$ cat config.mk
export PLATFORM = sky130hd
export DESIGN_NAME = tvdsl_div_cell
export DESIGN_NICKNAME = d
export VERILOG_FILES = /design/src/design/tvdsl_pkg.sv /design/src/design/tvdsl_div_cell.sv
export SDC_FILE = /design/constraint.sdc
export NUM_CORES = 1
export LEC_CHECK = 0
export BUFFER_PORTS_ARGS = -buffer_cell sky130_fd_sc_hd__buf_4
export CORE_UTILIZATION = 54
export DETAILED_ROUTE_END_ITERATION = 8
export PLACE_DENSITY = 0.8
export SLEW_MARGIN = 20
export SYNTH_ARGS = -nofsm -noshare
export SYNTH_HDL_FRONTEND = slang
export SYNTH_SLANG_ARGS = --single-unit
$ cat constraint.sdc
create_clock -name clk -period 12.4 [get_ports clk]
set_clock_uncertainty 0.15 [all_clocks]
set_input_delay 0.62 -clock clk [delete_from_list [all_inputs] [get_ports clk]]
set_output_delay 0.62 -clock clk [all_outputs]
set_load 0.02 [all_outputs]
$ cat src/design/tvdsl_pkg.sv
// Shared types and constants for the TVD slope limiter.
`default_nettype none
package tvdsl_pkg;

	// Limiter select codes.
	localparam logic [2:0] SEL_MINMOD    = 3'd0;
	localparam logic [2:0] SEL_MC        = 3'd1;
	localparam logic [2:0] SEL_VANLEER   = 3'd2;
	localparam logic [2:0] SEL_SUPERBEE  = 3'd3;
	localparam logic [2:0] SEL_VANALBADA = 3'd4;

	localparam int SEL_WIDTH = 3;

	typedef struct packed {
		logic neg;
		logic zero;
		logic use_div;
	} tvdsl_flags_t;

endpackage
`default_nettype wire

$ cat src/design/tvdsl_div_cell.sv
// One cell of the division chain: takes one bit of the multiplier s and forms one quotient step.
`default_nettype none
module tvdsl_div_cell
	import tvdsl_pkg::*;
#(
	parameter int W = 32
) (
	input  wire logic            clk,
	input  wire logic            en,
	input  wire logic [2*W+1:0]  r_in,
	input  wire logic [W:0]      q_in,
	input  wire logic [W:0]      s_in,
	input  wire logic [2*W+1:0]  p_in,
	input  wire logic [2*W+1:0]  d_in,
	output logic      [2*W+1:0]  r_out,
	output logic      [W:0]      q_out,
	output logic      [W:0]      s_out,
	output logic      [2*W+1:0]  p_out,
	output logic      [2*W+1:0]  d_out
);

	localparam int RW = 2 * W + 2;

	logic [RW-1:0] t1, u1, t2, u2;
	logic          ge1, ge2;
	logic [W:0]    q_next;

	// The remainder stays below d, so doubling it and adding p < d needs at most
	// one subtraction after each of the two steps.
	always_comb begin
		t1     = {r_in[RW-2:0], 1'b0};
		ge1    = (t1 >= d_in);
		u1     = ge1 ? (t1 - d_in) : t1;
		t2     = u1 + (s_in[W] ? p_in : {RW{1'b0}});
		ge2    = (t2 >= d_in);
		u2     = ge2 ? (t2 - d_in) : t2;
		q_next = {q_in[W-1:0], 1'b0} + (W+1)'(ge1) + (W+1)'(ge2);
	end

	always_ff @(posedge clk) begin
		if (en) begin
			r_out <= u2;
			q_out <= q_next;
			s_out <= {s_in[W-1:0], 1'b0};
			p_out <= p_in;
			d_out <= d_in;
		end
	end

endmodule
`default_nettype wire

==> metrics <==
outcome finished, final reports clean; Leakage Power 12.1 nW; Yosys cell types 86; Synth area leader edfxtp_1; Final #Nets 3412; Synth Area per Inst 8.97 µm²; Max-Slew Margin vs Limit 23.3%; top cells by area, synth edfxtp_1 36%, ha_1 11%, a21oi_1 7.3%, xnor2_1 5.0%, nor2_1 3.6%; Root Driver clkbuf_16; sequential fraction of the synthesis area 35.5%; HPWL after DPL 65.2 mm; Hold-fix buffers, CTS 0; Final TNS setup 0 ns; via count 21687; Post-synth EDFFs 263; crit share post-route 95.3%; data required time of the worst path 12.56 ns; # port buffers 526; layout cells sized above 1 22.2%; std cell rows 73; Hold Path Class input pin to register; Final Wtd Congestion 1.05; CTS tree built; Total GRT Usage 36.4%; Starting Density 55.3%; pin count of the biggest net entering global routing 178; Crit-path slowest cell o31ai_4; crit path kind input pin to register; initial antenna violation count 2; Longest Clk Path Bufs 3; First-pass DRT Iterations 7; Remaining DRCs 0; clock sinks 263; vias in the first global route 20583; Antenna Cells 0; Clock transition at path regs 0.06 ns; I/O pin cnt 530; Final Total Pwr 4.98 mW; syn_nets 2946; critical path's largest stage delay 1.00 ns; Mapped Cells 2478; die height 205 µm; Async S/R FF share, synth 0%; Max-Cap Viols 0; most frequent cells after synthesis 323 x a21oi_1, 263 x edfxtp_1, 212 x nor2_1, 199 x ha_1, 174 x nand2_1; Setup Buffers After CTS 0; WL/cell 23.0 µm; CP Launch Type input pin; largest delay contributor family on the critical path compound AO/OA/AOI/OAI gates; transition time of the tightest slew-check pin 1.15 ns; Final ANT Viol Nets 0; total core area 40200 µm²; synthesis-stage register bit count 263; CTS resizes 0; Yosys top cell area share 35.5%; Num CTS Buffers 29; width of the die 205 µm; Synth Cell Area 22200 µm²; Synthesis Warnings 0; Max Fclk 84.6 MHz; first-pass GRT wire length 117 mm; number of vias per cell 6.21; final hold vios 0; WP data arrival 11.99 ns; Setup violations, final 0; Pins Over Slew Limit 0; top_reg_cell synth edfxtp_1; RSZ-0062 raised after global routing false; most common cell in the synthesized netlist a21oi_1; Tmin final 11.82 ns; Layout Utilization 68.4%; PD cells 181 nW/µm²; peak supply drop 133 µV; H-tree levels 1; GRT overflow 0; DR iter-0 viols 2074; crit-path max FO 15; final WL 80.3 mm; DIE AREA 42000 µm²; Setup crit end kind register; CP Buf/Inv Count 4; Area Growth Syn to Fin 23.6%
-- report_power, final --
part,switching (mW),internal [mW]
registers,0.0689,1.22
clock network,0.371,0.492
logic,1.74,1.09
total,2.18,2.80
-- placed cells by master, fill, tap and decap left out, drive strengths merged, types with 8 or more instances in the layout --
cell type	count
a211oi	16
a21boi	14
a21o	104
a21oi	326
a221oi	10
a31oi	19
and2	79
and3	22
buf	549
clkbuf	33
clkinv	14
edfxtp	263
ha	199
inv	135
mux2	35
nand2	174
nand2b	14
nand3	57
nand4	63
nor2	212
nor2b	18
nor3	32
nor4	14
o211ai	17
o21a	18
o21ai	146
o21bai	44
o31ai	18
o41ai	9
or2	8
xnor2	126
xor2	88
-- cells by family after synthesis --
family	after synthesis	synth area share, %
compound gates	801	22.8
xor+xnor	214	8.43
fa+ha+maj	202	11.5
buf+inv	246	4.43
flops	263	35.5
mux	38	1.91
other cells	1	0.0169
simple gates	713	15.4
-- area by class of cell --
cell class | count | area, µm²
Clock buffer | 33 | 741
Clock inverter | 21 | 191
Fill cell | 3266 | 12700
Inverter | 132 | 495
Multi-Input combinational cell | 1969 | 13400
Sequential cell | 263 | 7900
Tap cell | 525 | 657
Timing Repair Buffer | 549 | 4140
-- per-layer routing --
layer	track usage, %	vias to the layer above	share of wire [%]
met1	47.1	10239	40
met5	0	-	0
li1	-	10050	-
met4	15.8	0	4.6
met2	60.8	1201	47
met3	5.01	197	8.3
-- sequential cells by signal, summed over array words and instances, names as in the netlist --
name / cells
d_out: 66
p_out: 66
r_out: 66
q_out: 33
s_out: 32
-- path summary, 6_finish.rpt --
kind / startpoint / end / slack, ns / cells after the start
worst min-delay path: s_in[18] / s_out[19] / 0.07 / 1
worst max-delay path: d_in[3] / q_out[32] / 0.58 / 41
-- metrics by stage --
step / worst slack, ns / cell area (µm²) / hold WS, ns / cells
finish: 0.577 / 27500 / 0.0702 / 3492
global route: 0.0568 / 27500 / 0.0608 / 3492
CTS: 0.919 / 27500 / 0.0541 / 3492
detailed placement: 0.340 / 26500 / 0.649 / 3438
global placement: 0.572 / 26500 / 0.648 / 3438
floorplan: 2.69 / 22200 / 0.569 / 2478
(Power assumes the default switching activity.)
